<file path="src/rtl/hmsc_pkg.sv">
// Shared types, widths and codes for the height mean and spread check unit.
`timescale 1ns / 1ps

package hmsc_pkg;

    localparam int HEIGHT_W   = 32;
    localparam int LIMIT_W    = 31;
    localparam int MAX_POINTS = 65536;
    localparam int COUNT_W    = $clog2(MAX_POINTS + 1);
    localparam int SUM_W      = HEIGHT_W + COUNT_W - 1;
    localparam int DIV_CNT_W  = $clog2(SUM_W);
    localparam int CFG_IDX_W  = 1;

    // configuration register indexes
    localparam logic [CFG_IDX_W-1:0] REG_ROBOT_HEIGHT    = 1'd0;
    localparam logic [CFG_IDX_W-1:0] REG_DEVIATION_LIMIT = 1'd1;

    // verdict codes
    localparam logic [1:0] VC_PASS        = 2'd0;
    localparam logic [1:0] VC_NO_POINTS   = 2'd1;
    localparam logic [1:0] VC_MEAN_FAR    = 2'd2;
    localparam logic [1:0] VC_SPREAD_WIDE = 2'd3;

    // accumulator snapshot of one finished cloud
    typedef struct packed {
        logic signed [SUM_W-1:0]    sum;
        logic        [COUNT_W-1:0]  count;
        logic signed [HEIGHT_W-1:0] lowest;
        logic signed [HEIGHT_W-1:0] highest;
    } hmsc_snap_t;

    // queue status seen by the top level and the back
    typedef struct packed {
        logic full;
        logic empty;
    } hmsc_qstat_t;

endpackage

</file>
<file path="src/rtl/height_mean_spread_check_unit.sv">
// Top level of the height mean and spread check unit.
`timescale 1ns / 1ps

// Height mean and spread check for point clouds.
// Input: one point word (point_height, point_valid, last_point) is taken at a
// rising edge with start high and busy low. A point per cycle is sustained;
// busy rises only when both entries of the cloud queue hold finished clouds.
// Each word marked last closes a cloud: its sum, count, min and max go into a
// two-entry queue and the accumulators clear for the next cloud in the same
// cycle. An empty cloud has no valid word, its last word included.
// Output: one verdict word per cloud, on accepted, mean_height and
// verdict_code, with done high for exactly one cycle. The receiver has no way
// to stall; done drops after that cycle and the word holds until the next verdict.
// Verdict path: the closed cloud takes the queue hop, the load, a 48-step
// bit-serial division and the check before done rises.
// The back part takes a new cloud only after the last one's verdict, using the
// one-bit-a-cycle divider; clouds that close faster than it finishes back up.
// A cloud with no valid point skips the division and goes straight to the check.
// Configuration: cfg_write, cfg_index, cfg_data write robot_height (0) or
// deviation_limit (1) at a clock edge; write only while no cloud is in flight.
// Reset: rst_n clears accumulators, queue, sequencer and both registers.
module height_mean_spread_check_unit (
    input  logic                                 clk,
    input  logic                                 rst_n,
    input  logic                                 start,
    output logic                                 busy,
    input  logic signed [hmsc_pkg::HEIGHT_W-1:0] point_height,
    input  logic                                 point_valid,
    input  logic                                 last_point,
    output logic                                 done,
    output logic                                 accepted,
    output logic signed [hmsc_pkg::HEIGHT_W-1:0] mean_height,
    output logic        [1:0]                    verdict_code,
    input  logic                                 cfg_write,
    input  logic        [hmsc_pkg::CFG_IDX_W-1:0] cfg_index,
    input  logic        [hmsc_pkg::HEIGHT_W-1:0] cfg_data
);
    import hmsc_pkg::*;

    logic signed [HEIGHT_W-1:0] robot_height_reg,    robot_height_next;
    logic        [LIMIT_W-1:0]  deviation_limit_reg, deviation_limit_next;

    logic        take;
    logic        push;
    logic        pop;
    hmsc_snap_t  front_snap;
    hmsc_snap_t  queue_snap;
    hmsc_qstat_t qstat;

    // config registers
    always_comb
    begin
        robot_height_next    = robot_height_reg;
        deviation_limit_next = deviation_limit_reg;
        if (cfg_write)
        begin
            unique case (cfg_index)
                REG_ROBOT_HEIGHT:    robot_height_next    = cfg_data;
                REG_DEVIATION_LIMIT: deviation_limit_next = cfg_data[LIMIT_W-1:0];
                default:             ;
            endcase
        end
    end

    always_ff @(posedge clk or negedge rst_n)
    begin
        if (!rst_n)
        begin
            robot_height_reg    <= '0;
            deviation_limit_reg <= '0;
        end
        else
        begin
            robot_height_reg    <= robot_height_next;
            deviation_limit_reg <= deviation_limit_next;
        end
    end

    // a point is refused only while the queue cannot take another cloud
    assign busy = qstat.full;
    assign take = start && !busy;

    hmsc_front u_front (
        .clk          (clk),
        .rst_n        (rst_n),
        .take         (take),
        .point_height (point_height),
        .point_valid  (point_valid),
        .last_point   (last_point),
        .push         (push),
        .snap         (front_snap)
    );

    hmsc_queue u_queue (
        .clk       (clk),
        .rst_n     (rst_n),
        .push      (push),
        .push_data (front_snap),
        .pop       (pop),
        .pop_data  (queue_snap),
        .stat      (qstat)
    );

    hmsc_back u_back (
        .clk             (clk),
        .rst_n           (rst_n),
        .snap            (queue_snap),
        .qstat           (qstat),
        .pop             (pop),
        .robot_height    (robot_height_reg),
        .deviation_limit (deviation_limit_reg),
        .done            (done),
        .accepted        (accepted),
        .mean_height     (mean_height),
        .verdict_code    (verdict_code)
    );

endmodule

</file>
<file path="src/rtl/hmsc_front.sv">
// Front part: accumulates sum, min, max and count of valid heights per cloud.
`timescale 1ns / 1ps

module hmsc_front (
    input  logic                              clk,
    input  logic                              rst_n,
    input  logic                              take,
    input  logic signed [hmsc_pkg::HEIGHT_W-1:0] point_height,
    input  logic                              point_valid,
    input  logic                              last_point,
    output logic                              push,
    output hmsc_pkg::hmsc_snap_t              snap
);
    import hmsc_pkg::*;

    logic signed [SUM_W-1:0]    sum_reg,     sum_next;
    logic        [COUNT_W-1:0]  count_reg,   count_next;
    logic signed [HEIGHT_W-1:0] lowest_reg,  lowest_next;
    logic signed [HEIGHT_W-1:0] highest_reg, highest_next;

    logic                       counts;
    logic signed [SUM_W-1:0]    height_ext;

    assign height_ext = {{(SUM_W - HEIGHT_W){point_height[HEIGHT_W-1]}}, point_height};
    // valid points past the cap are not accumulated; a last flag still closes the cloud
    assign counts = point_valid && (count_reg < COUNT_W'(MAX_POINTS));

    always_comb
    begin
        snap.sum     = sum_reg;
        snap.count   = count_reg;
        snap.lowest  = lowest_reg;
        snap.highest = highest_reg;
        if (counts)
        begin
            snap.sum   = sum_reg + height_ext;
            snap.count = count_reg + COUNT_W'(1);
            if (point_height < lowest_reg)
                snap.lowest = point_height;
            if (point_height > highest_reg)
                snap.highest = point_height;
        end
    end

    assign push = take && last_point;

    always_comb
    begin
        sum_next     = sum_reg;
        count_next   = count_reg;
        lowest_next  = lowest_reg;
        highest_next = highest_reg;
        if (take)
        begin
            if (last_point)
            begin
                sum_next     = '0;
                count_next   = '0;
                lowest_next  = {1'b0, {(HEIGHT_W - 1){1'b1}}};
                highest_next = {1'b1, {(HEIGHT_W - 1){1'b0}}};
            end
            else
            begin
                sum_next     = snap.sum;
                count_next   = snap.count;
                lowest_next  = snap.lowest;
                highest_next = snap.highest;
            end
        end
    end

    always_ff @(posedge clk or negedge rst_n)
    begin
        if (!rst_n)
        begin
            sum_reg     <= '0;
            count_reg   <= '0;
            lowest_reg  <= {1'b0, {(HEIGHT_W - 1){1'b1}}};
            highest_reg <= {1'b1, {(HEIGHT_W - 1){1'b0}}};
        end
        else
        begin
            sum_reg     <= sum_next;
            count_reg   <= count_next;
            lowest_reg  <= lowest_next;
            highest_reg <= highest_next;
        end
    end

endmodule

</file>
<file path="src/rtl/hmsc_queue.sv">
// Two-entry queue of cloud snapshots between the front and the back.
`timescale 1ns / 1ps

module hmsc_queue (
    input  logic                 clk,
    input  logic                 rst_n,
    input  logic                 push,
    input  hmsc_pkg::hmsc_snap_t push_data,
    input  logic                 pop,
    output hmsc_pkg::hmsc_snap_t pop_data,
    output hmsc_pkg::hmsc_qstat_t stat
);
    import hmsc_pkg::*;

    hmsc_snap_t  entry_reg [2];
    logic        wr_ptr_reg, wr_ptr_next;
    logic        rd_ptr_reg, rd_ptr_next;
    logic [1:0]  fill_reg,   fill_next;
    logic        do_push, do_pop;

    assign stat.full  = (fill_reg == 2'd2);
    assign stat.empty = (fill_reg == 2'd0);
    assign do_push    = push && !stat.full;
    assign do_pop     = pop && !stat.empty;
    assign pop_data   = entry_reg[rd_ptr_reg];

    always_comb
    begin
        wr_ptr_next = wr_ptr_reg ^ do_push;
        rd_ptr_next = rd_ptr_reg ^ do_pop;
        fill_next   = fill_reg;
        if (do_push && !do_pop)
            fill_next = fill_reg + 2'd1;
        else if (do_pop && !do_push)
            fill_next = fill_reg - 2'd1;
    end

    always_ff @(posedge clk)
    begin
        if (do_push)
            entry_reg[wr_ptr_reg] <= push_data;
    end

    always_ff @(posedge clk or negedge rst_n)
    begin
        if (!rst_n)
        begin
            wr_ptr_reg <= 1'b0;
            rd_ptr_reg <= 1'b0;
            fill_reg   <= 2'd0;
        end
        else
        begin
            wr_ptr_reg <= wr_ptr_next;
            rd_ptr_reg <= rd_ptr_next;
            fill_reg   <= fill_next;
        end
    end

endmodule

</file>
<file path="src/rtl/hmsc_back.sv">
// Back part: bit-serial mean division, deviation and spread checks, verdict word.
`timescale 1ns / 1ps

module hmsc_back (
    input  logic                                clk,
    input  logic                                rst_n,
    input  hmsc_pkg::hmsc_snap_t                snap,
    input  hmsc_pkg::hmsc_qstat_t               qstat,
    output logic                                pop,
    input  logic signed [hmsc_pkg::HEIGHT_W-1:0] robot_height,
    input  logic        [hmsc_pkg::LIMIT_W-1:0]  deviation_limit,
    output logic                                done,
    output logic                                accepted,
    output logic signed [hmsc_pkg::HEIGHT_W-1:0] mean_height,
    output logic        [1:0]                   verdict_code
);
    import hmsc_pkg::*;

    typedef enum logic [2:0] {
        S_IDLE  = 3'b001,
        S_DIV   = 3'b010,
        S_CHECK = 3'b100
    } state_t;

    state_t                     state_reg, state_next;
    logic        [SUM_W-1:0]    quo_reg,     quo_next;
    logic        [COUNT_W-1:0]  rem_reg,     rem_next;
    logic        [COUNT_W-1:0]  div_reg,     div_next;
    logic                       neg_reg,     neg_next;
    logic        [DIV_CNT_W-1:0] step_reg,   step_next;
    logic signed [HEIGHT_W-1:0] lowest_reg,  lowest_next;
    logic signed [HEIGHT_W-1:0] highest_reg, highest_next;
    logic                       done_reg,    done_next;
    logic                       acc_reg,     acc_next;
    logic signed [HEIGHT_W-1:0] mean_reg,    mean_next;
    logic        [1:0]          code_reg,    code_next;

    logic        [COUNT_W:0]    rem_shift;
    logic        [COUNT_W:0]    trial;
    logic        [SUM_W-1:0]    sum_mag;
    logic        [SUM_W-1:0]    quo_signed;
    logic signed [HEIGHT_W-1:0] mean_val;
    logic signed [HEIGHT_W:0]   dev;
    logic        [HEIGHT_W:0]   dev_mag;
    logic signed [HEIGHT_W:0]   spread;

    // one quotient bit per cycle, restoring
    assign rem_shift = {rem_reg, quo_reg[SUM_W-1]};
    assign trial     = rem_shift - {1'b0, div_reg};
    assign sum_mag   = snap.sum[SUM_W-1] ? SUM_W'(-snap.sum) : SUM_W'(snap.sum);

    assign quo_signed = neg_reg ? (~quo_reg + SUM_W'(1)) : quo_reg;
    assign mean_val   = quo_signed[HEIGHT_W-1:0];
    assign dev        = {mean_val[HEIGHT_W-1], mean_val}
                      - {robot_height[HEIGHT_W-1], robot_height};
    assign dev_mag    = dev[HEIGHT_W] ? (~dev + (HEIGHT_W + 1)'(1)) : dev;
    assign spread     = {highest_reg[HEIGHT_W-1], highest_reg}
                      - {lowest_reg[HEIGHT_W-1], lowest_reg};

    assign pop = (state_reg == S_IDLE) && !qstat.empty;

    always_comb
    begin
        state_next   = state_reg;
        quo_next     = quo_reg;
        rem_next     = rem_reg;
        div_next     = div_reg;
        neg_next     = neg_reg;
        step_next    = step_reg;
        lowest_next  = lowest_reg;
        highest_next = highest_reg;
        done_next    = 1'b0;
        acc_next     = acc_reg;
        mean_next    = mean_reg;
        code_next    = code_reg;
        unique case (state_reg)
            S_IDLE:
            begin
                if (!qstat.empty)
                begin
                    quo_next     = sum_mag;
                    rem_next     = '0;
                    div_next     = snap.count;
                    neg_next     = snap.sum[SUM_W-1];
                    step_next    = '0;
                    lowest_next  = snap.lowest;
                    highest_next = snap.highest;
                    if (snap.count == '0)
                        state_next = S_CHECK;
                    else
                        state_next = S_DIV;
                end
            end
            S_DIV:
            begin
                if (!trial[COUNT_W])
                begin
                    rem_next = trial[COUNT_W-1:0];
                    quo_next = {quo_reg[SUM_W-2:0], 1'b1};
                end
                else
                begin
                    rem_next = rem_shift[COUNT_W-1:0];
                    quo_next = {quo_reg[SUM_W-2:0], 1'b0};
                end
                step_next = step_reg + DIV_CNT_W'(1);
                if (step_reg == DIV_CNT_W'(SUM_W - 1))
                    state_next = S_CHECK;
            end
            S_CHECK:
            begin
                done_next = 1'b1;
                if (div_reg == '0)
                begin
                    mean_next = robot_height;
                    code_next = VC_NO_POINTS;
                end
                else
                begin
                    mean_next = mean_val;
                    if (dev_mag > {2'b00, deviation_limit})
                        code_next = VC_MEAN_FAR;
                    else if (spread > $signed({2'b00, deviation_limit}) <<< 1)
                        code_next = VC_SPREAD_WIDE;
                    else
                        code_next = VC_PASS;
                end
                acc_next   = (code_next == VC_PASS);
                state_next = S_IDLE;
            end
            default:
            begin
                state_next = S_IDLE;
            end
        endcase
    end

    always_ff @(posedge clk)
    begin
        quo_reg     <= quo_next;
        rem_reg     <= rem_next;
        div_reg     <= div_next;
        neg_reg     <= neg_next;
        step_reg    <= step_next;
        lowest_reg  <= lowest_next;
        highest_reg <= highest_next;
        acc_reg     <= acc_next;
        mean_reg    <= mean_next;
        code_reg    <= code_next;
    end

    always_ff @(posedge clk or negedge rst_n)
    begin
        if (!rst_n)
        begin
            state_reg <= S_IDLE;
            done_reg  <= 1'b0;
        end
        else
        begin
            state_reg <= state_next;
            done_reg  <= done_next;
        end
    end

    assign done         = done_reg;
    assign accepted     = acc_reg;
    assign mean_height  = mean_reg;
    assign verdict_code = code_reg;

endmodule

</file>
<file path="config.mk">
export PLATFORM = sky130hd
export DESIGN_NAME = height_mean_spread_check_unit
export DESIGN_NICKNAME = d
export VERILOG_FILES = /design/src/rtl/hmsc_pkg.sv /design/src/rtl/height_mean_spread_check_unit.sv /design/src/rtl/hmsc_front.sv /design/src/rtl/hmsc_queue.sv /design/src/rtl/hmsc_back.sv
export SDC_FILE = /design/constraint.sdc
export NUM_CORES = 1
export LEC_CHECK = 0
export BUFFER_PORTS_ARGS = -buffer_cell sky130_fd_sc_hd__buf_2
export CORE_UTILIZATION = 25
export DETAILED_ROUTE_END_ITERATION = 8
export HOLD_SLACK_MARGIN = 0.08
export SLEW_MARGIN = 30
export SYNTH_ARGS = -nofsm -noshare
export SYNTH_HDL_FRONTEND = slang
export SYNTH_SLANG_ARGS = --single-unit
</file>
<file path="constraint.sdc">
create_clock -name clk -period 9.5 [get_ports clk]
set_input_delay 1.9 -clock clk [delete_from_list [all_inputs] [get_ports clk]]
set_output_delay 1.9 -clock clk [all_outputs]
set_load 0.03 [all_outputs]
</file>
=== Word level (Yosys, flattened, before mapping) ===
Memory sizes are Yosys's and may differ from the RTL's.
Cells that the tools add are included.

* Flip-flop bits (word level): 388
* Bits in writable memories: 258
* Word-level logic and storage cells: 106
* Memories kept: 1

{| class="wikitable"
|+ Memory list
! name !! words !! width !! read ports !! clocked after Yosys merged registers in !! wr ports !! RTL line !! RTL
|-
| u_queue.entry_reg || 2 || 129 || 1 || 0 || 1 || hmsc_queue.sv:15 || <nowiki>hmsc_snap_t entry_reg [2];</nowiki>
|}

* Muxes and demuxes: 32
* Equality and inequality tests: 7
* Reduce and logical (&&, ||, !) cells: 23
* $lt $le $gt $ge: 5
* Bitwise logic cells: 6
* Add/sub/neg operators: 11

{| class="wikitable"
|+ Operators by type and width
! kind !! count
|-
| 32-bit 2-to-1 mux || 6
|-
| 48-bit 2-to-1 mux || 3
|-
| 129-bit 2-to-1 mux || 1
|-
| 48-bit case mux with 2 select lines || 1
|-
| 32-bit by 32-bit subtractor with 33-bit output || 2
|-
| 17-bit 2-to-1 mux || 3
|-
| 48-bit by 32-bit adder with 48-bit output || 1
|-
| 48-bit negator || 1
|-
| 17-bit zero test || 2
|-
| 17-bit case mux with 2 select lines || 1
|-
| 33-bit by 2-bit adder with 33-bit output (second input constant) || 1
|-
| 33-bit by 31-bit greater-than comparator with 1-bit output || 1
|-
| 33-bit greater-than comparator || 1
|-
| 33-bit 2-to-1 mux || 1
|-
| 33-bit inverter || 1
|-
| 32-bit by 1-bit adder with 32-bit output (second input constant) || 1
|-
| 32-bit greater-than comparator || 1
|-
| 32-bit less-than comparator || 1
|-
| 32-bit inverter || 1
|-
| 18-bit by 17-bit subtractor with 18-bit output || 1
|-
| 17-bit by 1-bit adder with 17-bit output (second input constant) || 1
|-
| 17-bit less-than comparator (second input constant) || 1
|-
| 2-bit 2-to-1 mux || 6
|-
| 6-bit case mux with 2 select lines || 1
|-
| other kinds (21) || 44
|}

=== Depth between registers and ports, before layout ===
Gate-level depths: netlist of run 1.

* Depth after elaboration: 12
* Gate-level depth with buffers: 33
* Depth with buffers taken out: 31

=== Modules after synthesis ===
Synthesis of run 1 repeated with hierarchy kept, for this count alone.

* Cell total of the unflattened synthesis: 3531
* Area total of the unflattened synthesis: 38300.5 um^2

{| class="wikitable"
|+ Modules (own cells, without submodules)
! module !! sequential area each (um^2) !! cells an instance !! area each (um^2) !! instances
|-
| hmsc_back || 5746.8 || 1657 || 15334.7 || 1
|-
| hmsc_front || 3268.1 || 1319 || 11029.3 || 1
|-
| hmsc_queue || 7847.5 || 419 || 9540.4 || 1
|-
| height_mean_spread_check_unit || 1576.5 || 136 || 2396.0 || 1
|}

=== Worst setup path after synthesis of run 1 ===
No wires, ideal clock.

* Kind: reg-to-reg
* Start: register u_back.quo_reg[3]
* End: register u_back.code_reg[1], in the netlist u_back.verdict_code[1] (data pin)
* Period minus slack after synthesis: 6.940 ns
* Library setup time: 0.266 ns
* Arrival time: 6.674 ns
* Cell stages (with the launch flop): 33
* Buffers on the path: 2
* Slack: 2.560 ns
* Cells stage by stage: edfxtp_1 or3_1 nor2_1 nand2_1 or2_1 or4_1 nand2b_1 o21ai_0 xnor2_1 ha_1 clkbuf_1 and4_1 and2_1 nor2b_1 a21oi_1 a211oi_2 o31ai_1 a21oi_1 o2bb2ai_1 clkbuf_1 o21ai_0 ha_1 nor2b_1 o21a_1 o21a_1 o21a_1 o21a_1 o21ai_0 o2111ai_1 a2111oi_0 o2bb2ai_1 nor4b_1 nor2_1

* Longest elaborated chain between the ends: 11

{| class="wikitable"
|+ Ends and longest elaborated chain
! item !! RTL line !! RTL
|-
| start: declaration || hmsc_back.sv:26 || <nowiki>logic [SUM_W-1:0] quo_reg, quo_next;</nowiki>
|-
| start signal: assignment || hmsc_back.sv:140 || <nowiki>quo_reg <= quo_next;</nowiki>
|-
| 32-bit inverter || hmsc_back.sv:52 || <nowiki>assign quo_signed = neg_reg ? (~quo_reg + SUM_W'(1)) : quo_reg;</nowiki>
|-
| 32-bit by 1-bit adder with 32-bit output || hmsc_back.sv:52 ||
|-
| 32-bit 2-to-1 mux (*) || hmsc_back.sv:52 ||
|-
| 32-bit by 32-bit subtractor with 33-bit output (*) || hmsc_back.sv:55 || <nowiki>- {robot_height[HEIGHT_W-1], robot_height};</nowiki>
|-
| 33-bit inverter || hmsc_back.sv:56 || <nowiki>assign dev_mag = dev[HEIGHT_W] ? (~dev + (HEIGHT_W + 1)'(1)) : dev;</nowiki>
|-
| 33-bit by 2-bit adder with 33-bit output || hmsc_back.sv:56 ||
|-
| 33-bit 2-to-1 mux (*) || hmsc_back.sv:56 ||
|-
| 33-bit by 31-bit greater-than comparator with 1-bit output (*) || hmsc_back.sv:121 || <nowiki>if (dev_mag > {2'b00, deviation_limit})</nowiki>
|-
| 2-bit 2-to-1 mux (*) || hmsc_back.sv:121 ||
|-
| 2-bit 2-to-1 mux (*) || hmsc_back.sv:113 || <nowiki>if (div_reg == '0)</nowiki>
|-
| 2-bit 2-to-1 mux (*) || hmsc_back.sv:76 || <nowiki>unique case (state_reg)</nowiki>
|-
| end signal: assignment || hmsc_back.sv:149 || <nowiki>code_reg <= code_next;</nowiki>
|-
| end: declaration || hmsc_back.sv:36 || <nowiki>logic [1:0] code_reg, code_next;</nowiki>
|}

Every way passes the cells marked *; elsewhere a longest branch is shown, timed or not. The select of a mux whose other input is x is not followed.
A chain may end at the register's enable or synchronous reset.

=== Final worst setup path of run 1 ===
Same ends and word-level chain as after synthesis.

==> results of run 1 <==
[cell families after synthesis]
logic type | share of synthesized area
and+or+nand+nor | 0.131
muxes | 0.0574
xor gates and xnor gates | 0.0518
adders and majority gates | 0.0871
AOI/OAI and AO/OA | 0.154
buffers and inverters | 0.0395
DFF | 0.480
[worst reg2reg max path, delay by kind of cell (launching register included)]
family          cells  cell delay, ns
xor+xnor            1            0.18
fa+ha+maj           2            0.61
compound gates     15            2.87
simple gates       13            3.08
buf+inv             1            0.27
flops               1            0.43
[power by group]
group	switching (mW)	internal (mW)	total, mW
clock	1.21	1.58	2.79
combinational	6.08	3.97	10.1
sequential	0.506	4.36	4.87
[per-stage QoR]
step / area (um^2) / hold WS, ns / worst slack, ns / power, mW
2_1_floorplan: 38400 / 0.465 / 2.56 / 12.3
3_3_place_gp: 41200 / 0.480 / 1.85 / 14.7
3_5_place_dp: 41200 / 0.490 / 1.86 / 14.9
4_1_cts: 43600 / 0.504 / 1.84 / 17.8
5_1_grt: 43600 / 0.525 / 1.24 / 19.1
6_report: 43600 / 0.500 / 1.79 / 17.7
[Yosys cell counts (9+ instances only)]
cell type and number:
sky130_fd_sc_hd__xnor2_1 165, sky130_fd_sc_hd__a22o_1 38, sky130_fd_sc_hd__nand2b_1 28, sky130_fd_sc_hd__and3_1 21, sky130_fd_sc_hd__a31oi_1 15, sky130_fd_sc_hd__a211oi_1 18, sky130_fd_sc_hd__o21bai_1 18, sky130_fd_sc_hd__and2_1 13
sky130_fd_sc_hd__mux2i_1 47, sky130_fd_sc_hd__nor2_1 175, sky130_fd_sc_hd__a211o_1 19, sky130_fd_sc_hd__mux2_2 154, sky130_fd_sc_hd__dfstp_2 33, sky130_fd_sc_hd__clkbuf_1 141, sky130_fd_sc_hd__o31ai_1 25, sky130_fd_sc_hd__buf_1 22
sky130_fd_sc_hd__o211ai_1 19, sky130_fd_sc_hd__a21oi_1 187, sky130_fd_sc_hd__edfxtp_1 446, sky130_fd_sc_hd__nor3b_1 39, sky130_fd_sc_hd__nor4_1 55, sky130_fd_sc_hd__a221oi_1 34, sky130_fd_sc_hd__or3_1 18, sky130_fd_sc_hd__nor3_1 59
sky130_fd_sc_hd__nand3_1 111, sky130_fd_sc_hd__o21a_1 30, sky130_fd_sc_hd__o41ai_1 10, sky130_fd_sc_hd__o21ai_1 16, sky130_fd_sc_hd__or4_1 10, sky130_fd_sc_hd__nand4_1 51, sky130_fd_sc_hd__xor2_1 62, sky130_fd_sc_hd__a21o_1 93
sky130_fd_sc_hd__inv_1 229, sky130_fd_sc_hd__a21boi_0 11, sky130_fd_sc_hd__o21ai_0 278, sky130_fd_sc_hd__dfrtp_1 167, sky130_fd_sc_hd__nor2b_1 36, sky130_fd_sc_hd__nand2_1 375, sky130_fd_sc_hd__ha_1 261, sky130_fd_sc_hd__buf_2 9
sky130_fd_sc_hd__o311ai_0 18
[placed cells by master (no fill, tap or decap), types with 51 or more instances in the layout]
cell type / n
sky130_fd_sc_hd__ha_1: 259
sky130_fd_sc_hd__mux2_2: 154
sky130_fd_sc_hd__nor3_1: 59
sky130_fd_sc_hd__a21oi_1: 186
sky130_fd_sc_hd__edfxtp_1: 446
sky130_fd_sc_hd__a21o_1: 93
sky130_fd_sc_hd__inv_1: 227
sky130_fd_sc_hd__dfrtp_1: 166
sky130_fd_sc_hd__nand3_1: 111
sky130_fd_sc_hd__xor2_1: 62
sky130_fd_sc_hd__nand4_1: 51
sky130_fd_sc_hd__nor2_1: 172
sky130_fd_sc_hd__xnor2_1: 164
sky130_fd_sc_hd__nand2_1: 374
sky130_fd_sc_hd__buf_2: 105
sky130_fd_sc_hd__clkbuf_16: 73
sky130_fd_sc_hd__nor4_1: 55
sky130_fd_sc_hd__o21ai_0: 278
[layer usage]
metal	share of wire	wire, um	GRT usage
met2	0.46	48200	0.213
met1	0.47	49200	0.180
met5	0.00093	98	0
met3	0.048	5090	0.0214
met4	0.027	2830	0.0397
[path summary, 6_finish.rpt]
path | start | to | slack [ns] | depth (start not counted)
max in group asynchronous | rst_n | u_front.sum_reg[42] | 7.11 | 2
worst min-delay path | u_front.highest_reg[27] | u_front.highest_reg[27] | 0.50 | 2
worst min register to register | u_front.highest_reg[27] | u_front.highest_reg[27] | 0.50 | 2
worst max-delay path | u_back.quo_reg[3] | u_back.verdict_code[1] | 1.79 | 32
worst max register to register | u_back.quo_reg[3] | u_back.verdict_code[1] | 1.79 | 32
min in group asynchronous | rst_n | u_front.highest_reg[13] | 1.13 | 1
[layout make-up]
type | count | area, um^2 | share of cell area
Inverter | 229 | 861 | 0.0197
Antenna cell | 2 | 5.00 | 0.000115
Clock buffer | 95 | 1990 | 0.0456
Tap cell | 2030 | 2540 | 0.0582
Timing Repair Buffer | 143 | 830 | 0.0190
Multi-Input combinational cell | 2632 | 18600 | 0.426
Clock inverter | 37 | 373 | 0.00855
Sequential cell | 646 | 18400 | 0.423
==> impl_metrics.env, run 1 <==
export IMPL_rsz0062_at_grt="false"
export IMPL_gp_routability_congestion=0.880
export IMPL_worstSkewPairLatency_ns=0.68
export IMPL_drt_first_pass_iters=5
export IMPL_dr_total_vias=28100
export IMPL_layout_cells_non_filler=5814
export IMPL_critical_path_n_buffers_inverters=1
export IMPL_critical_path_top_delay_family="simple AND/OR/NAND/NOR gates"
export IMPL_end_kind="register"
export IMPL_groute_usage_overall=0.132
export IMPL_max_freq_mhz=130
export IMPL_die_area_mm2=0.155
export IMPL_postSynthNetCount=4015
export IMPL_numPortBuffers=107
export IMPL_post_dp_hpwl_um=77200
export IMPL_fillers=15700
export IMPL_clock_skew_final_ns=0.0504
export IMPL_power_per_cell_area_mw_per_mm2=406
export IMPL_cts_tree="built"
export IMPL_critical_path_startpoint_type="register"
export IMPL_cts_buffers=71
export IMPL_first_global_vias=26600
export IMPL_largest_reg_flops=258
export IMPL_power_leakage_nw=16.9
export IMPL_global_route_overflow_total=0
export IMPL_top_level_ports=108
export IMPL_cts_repair_resized=0
export IMPL_die_w_um=394
export IMPL_postCtsHoldBufs=0
export IMPL_drc=0
export IMPL_grt_start_max_net_pins=104
export IMPL_detail_route_wl_per_cell_um=18.1
export IMPL_post_route_cells_drive_above_1_share=0.128
export IMPL_worstMarginPinSlew_ns=0.965
export IMPL_start_util=0.252
export IMPL_drt_vias_per_instance=4.83
export IMPL_seq_area_frac_synth=0.480
export IMPL_synth_largest_area_cell="sky130_fd_sc_hd__edfxtp_1"
export IMPL_vdd_drop_max_uv=191
export IMPL_synth_top_cells_by_area="sky130_fd_sc_hd__edfxtp_1 35%, sky130_fd_sc_hd__dfrtp_1 11%, sky130_fd_sc_hd__ha_1 8.5%"
export IMPL_post_route_util=0.287
export IMPL_crit_top_cell="sky130_fd_sc_hd__o21a_1"
export IMPL_postSynthAreaPerCell_um2=10.4
export IMPL_worstPathMaxFanout=21
export IMPL_dr_first_iter_drc_count=2067
export IMPL_post_cts_setup_buffers=0
export IMPL_timing_critical_path_required_ns=9.89
export IMPL_cts_max_level=3
export IMPL_min_delay_path_class="register to register"
export IMPL_setup_violations=0
export IMPL_area_overhead_vs_synth_pct=13.6
export IMPL_antenna_found_initial=22
export IMPL_synth_cells=3679
export IMPL_design_final_nets=4059
export IMPL_placeable_core_area_mm2=0.152
export IMPL_outcome="finished, final reports clean"
export IMPL_clkSinkCount=646
export IMPL_cpMaxStageDelayCell="sky130_fd_sc_hd__or4_1"
export IMPL_post_route_min_period_ns=7.71
export IMPL_ys_async_sr_fraction=0.310
export IMPL_synthDistinctLibCells=85
export IMPL_wire_length_reported_by_the_detailed_router_um=105000
export IMPL_final_setup_tns_ns=0
export IMPL_die_h_um=394
export IMPL_synth_area_mm2=0.0384
export IMPL_count_of_nets_left_with_antenna_violations_after_detail_routing=0
export IMPL_worst_case_headroom_to_the_max_slew_limit=0.357
export IMPL_global_route_wire_length_before_repair_um=161000
export IMPL_number_of_warnings_issued_by_yosys=0
export IMPL_max_capacitance_violation_count=0
export IMPL_numPlacedInstances=5679
export IMPL_synth_top_cell_area_share=0.349
export IMPL_final_max_slew_violation_count=0
export IMPL_clkSlewWorstSetupHoldPaths_ns=0.06
export IMPL_critical_path_class="register to register"
export IMPL_cp_arrival_ns=8.10
export IMPL_min_period_over_period=0.811
export IMPL_number_of_enable_type_register_cells_in_the_synthesized_netlist=446
export IMPL_number_of_cell_rows=143
export IMPL_cts_buffer_depth=3
export IMPL_ys_ff_latch=646
export IMPL_cts_root_buffer="sky130_fd_sc_hd__clkbuf_16"
export IMPL_critPathMaxStageDelay_ns=0.55
export IMPL_finalHoldViolCount=0
export IMPL_synthFlopType="sky130_fd_sc_hd__edfxtp_1"
Power figures use the tool's default switching activity.
==> inputs of run 2 (changes only) <==
- clock period: 9.5 -> 8 ns (I/O delays scaled with it)
==> run 2 against run 1 <==
Global-route usage barely moved. Routed wire length fell by 0.44%. Non-clock buffer count fell by 3. Critical path type unchanged.
==> impl_metrics.env, run 2 (synthesis gave the netlist of run 1 again) <==
export IMPL_final_critical_path_setup_slack_ns=0.502
export IMPL_end_kind="register"
export IMPL_most_common_library_cell_in_the_layout_ignoring_fill_and_taps="sky130_fd_sc_hd__edfxtp_1"
export IMPL_worstMarginPinSlew_ns=1.06
export IMPL_start_util=0.252
export IMPL_post_route_min_period_ns=7.50
export IMPL_max_freq_mhz=133
export IMPL_finalHoldViolCount=0
export IMPL_die_h_um=394
export IMPL_die_area_mm2=0.155
export IMPL_antenna_found_initial=21
export IMPL_detail_route_wl_per_cell_um=18.1
export IMPL_max_capacitance_violation_count=0
export IMPL_busiest_layer="met2"
export IMPL_critical_path_n_buffers_inverters=0
export IMPL_postCtsHoldBufs=0
export IMPL_clock_power_share=0.159
export IMPL_worst_case_headroom_to_the_max_slew_limit=0.295
export IMPL_outcome="finished, final reports clean"
export IMPL_cts_tree="built"
export IMPL_clkSlewWorstSetupHoldPaths_ns=0.06
export IMPL_gp_routability_congestion=0.883
export IMPL_reg2reg_slack_ns=0.50
export IMPL_min_delay_path_class="register to register"
export IMPL_cts_buffer_depth=3
export IMPL_design_final_nets=4055
export IMPL_dr_first_iter_drc_count=2024
export IMPL_fillers=15600
export IMPL_worstPathMaxFanout=6
export IMPL_drt_vias_per_instance=4.81
export IMPL_grt_use_met3=0.0186
export IMPL_numPortBuffers=107
export IMPL_switching_share=0.440
export IMPL_die_w_um=394
export IMPL_cts_buffers=70
export IMPL_clkSinkCount=646
export IMPL_combPwrFrac=0.567
export IMPL_min_period_over_period=0.937
export IMPL_wire_length_reported_by_the_detailed_router_um=105000
export IMPL_timing_critical_path_required_ns=8.52
export IMPL_post_route_cell_area_mm2=0.0437
export IMPL_power_net_switching_mw=9.27
export IMPL_top_level_ports=108
export IMPL_global_route_wire_length_before_repair_um=162000
export IMPL_largest_reg_flops=258
export IMPL_dr_total_vias=28000
export IMPL_critical_path_top_delay_family="simple AND/OR/NAND/NOR gates"
export IMPL_groute_layer_met1_usage=0.181
export IMPL_groute_usage_overall=0.132
export IMPL_count_of_nets_left_with_antenna_violations_after_detail_routing=0
export IMPL_commonest_cells_after_routing_fill_and_taps_aside="446 x sky130_fd_sc_hd__edfxtp_1, 374 x sky130_fd_sc_hd__nand2_1, 278 x sky130_fd_sc_hd__o21ai_0"
export IMPL_critical_path_class="register to register"
export IMPL_power_sequential_fraction=0.274
export IMPL_p_int_mw=11.8
export IMPL_area_overhead_vs_synth_pct=13.8
export IMPL_placeable_core_area_mm2=0.152
export IMPL_first_global_vias=26900
export IMPL_post_cts_setup_buffers=0
export IMPL_number_of_cell_rows=143
export IMPL_critical_path_startpoint_type="register"
export IMPL_drc=0
export IMPL_final_max_slew_violation_count=0
export IMPL_cts_root_buffer="sky130_fd_sc_hd__clkbuf_16"
export IMPL_grt_start_max_net_pins=169
export IMPL_final_setup_tns_ns=0
export IMPL_power_leakage_nw=16.9
export IMPL_post_route_cells_drive_above_1_share=0.128
export IMPL_total_power_mw=21.1
export IMPL_setup_violations=0
export IMPL_critPathMaxStageDelay_ns=0.56
export IMPL_post_route_util=0.287
export IMPL_groute_layer_met2_usage=0.212
export IMPL_cts_max_level=3
export IMPL_worstSkewPairLatency_ns=0.70
export IMPL_power_per_cell_area_mw_per_mm2=482
export IMPL_place_worst_setup_slack_ns=0.392
export IMPL_clock_skew_final_ns=0.0503
export IMPL_cpMaxStageDelayCell="sky130_fd_sc_hd__or4_1"
export IMPL_cp_arrival_ns=8.02
export IMPL_instance_area_after_placement_mm2=0.0413
export IMPL_global_route_overflow_total=0
export IMPL_post_dp_hpwl_um=76700
export IMPL_vdd_drop_max_uv=211
export IMPL_drt_first_pass_iters=5
-- run 2: cell types whose count changed in the layout (fill, tap and decap cells not counted), moves of 2 or more --
cell	previous run	this run
sky130_fd_sc_hd__buf_12	0	5
sky130_fd_sc_hd__clkbuf_8	8	2
sky130_fd_sc_hd__inv_16	1	3
sky130_fd_sc_hd__diode_2	2	5
sky130_fd_sc_hd__clkbuf_16	73	71
sky130_fd_sc_hd__buf_4	34	26
sky130_fd_sc_hd__bufinv_16	3	5
-- run 2: metrics by stage --
stage	hold WS (ns)	cells
after floorplan	0.465	3679
after global placement	0.480	5676
after detailed placement	0.488	5677
after CTS	0.502	5806
after global routing	0.520	5808
final	0.505	5811
-- run 2: routing by layer --
layer,vias to the layer above,part of all wire
met5,-,0.00077
met1,13500,0.47
met4,14,0.034
met3,159,0.045
met2,623,0.45
li1,13600,-
-- run 2: power by group through the flow --
| stage | clock, mW | sequential, mW | combinational [mW] |
|---|---|---|---|
| 2_1_floorplan | 0 | 5.63 | 8.94 |
| 3_3_place_gp | 0 | 5.79 | 11.7 |
| 3_5_place_dp | 0 | 5.82 | 11.8 |
| 4_1_cts | 3.43 | 5.77 | 11.9 |
| 5_1_grt | 3.55 | 5.90 | 13.3 |
| 6_report | 3.35 | 5.77 | 12.0 |
-- run 2: worst min-delay path: cells and delay by family, from the launching register on --
family             cells  cell delay [ns]
and+or+nand+nor        1             0.05
DFF                    1             0.34
AOI/OAI and AO/OA      1             0.07
-- run 2: worst paths after layout --
kind / cells past startpoint / endpoint / startpoint
worst max-delay path: 29 / u_back.verdict_code[0] / u_back.quo_reg[3]
worst min-delay path: 2 / u_front.highest_reg[27] / u_front.highest_reg[27]
worst max register to register: 29 / u_back.verdict_code[0] / u_back.quo_reg[3]
worst min register to register: 2 / u_front.highest_reg[27] / u_front.highest_reg[27]
max in group asynchronous: 2 / deviation_limit_reg[14] / rst_n
min in group asynchronous: 1 / u_front.highest_reg[17] / rst_n
-- run 2: final cells by class --
| class | count | area, um^2 | area share |
|---|---|---|---|
| Antenna cell | 5 | 12.5 | 0.000286 |
| Multi-Input combinational cell | 2632 | 18600 | 0.426 |
| Clock inverter | 42 | 507 | 0.0116 |
| Timing Repair Buffer | 140 | 886 | 0.0203 |
| Inverter | 229 | 861 | 0.0197 |
| Clock buffer | 87 | 1860 | 0.0425 |
| Sequential cell | 646 | 18400 | 0.422 |
| Tap cell | 2030 | 2540 | 0.0581 |
-- run 2: what timing repair did --
action,CTS,global route
gates resized for setup,0,5
hold endpoints to repair,0,0
setup endpoints to repair,0,3
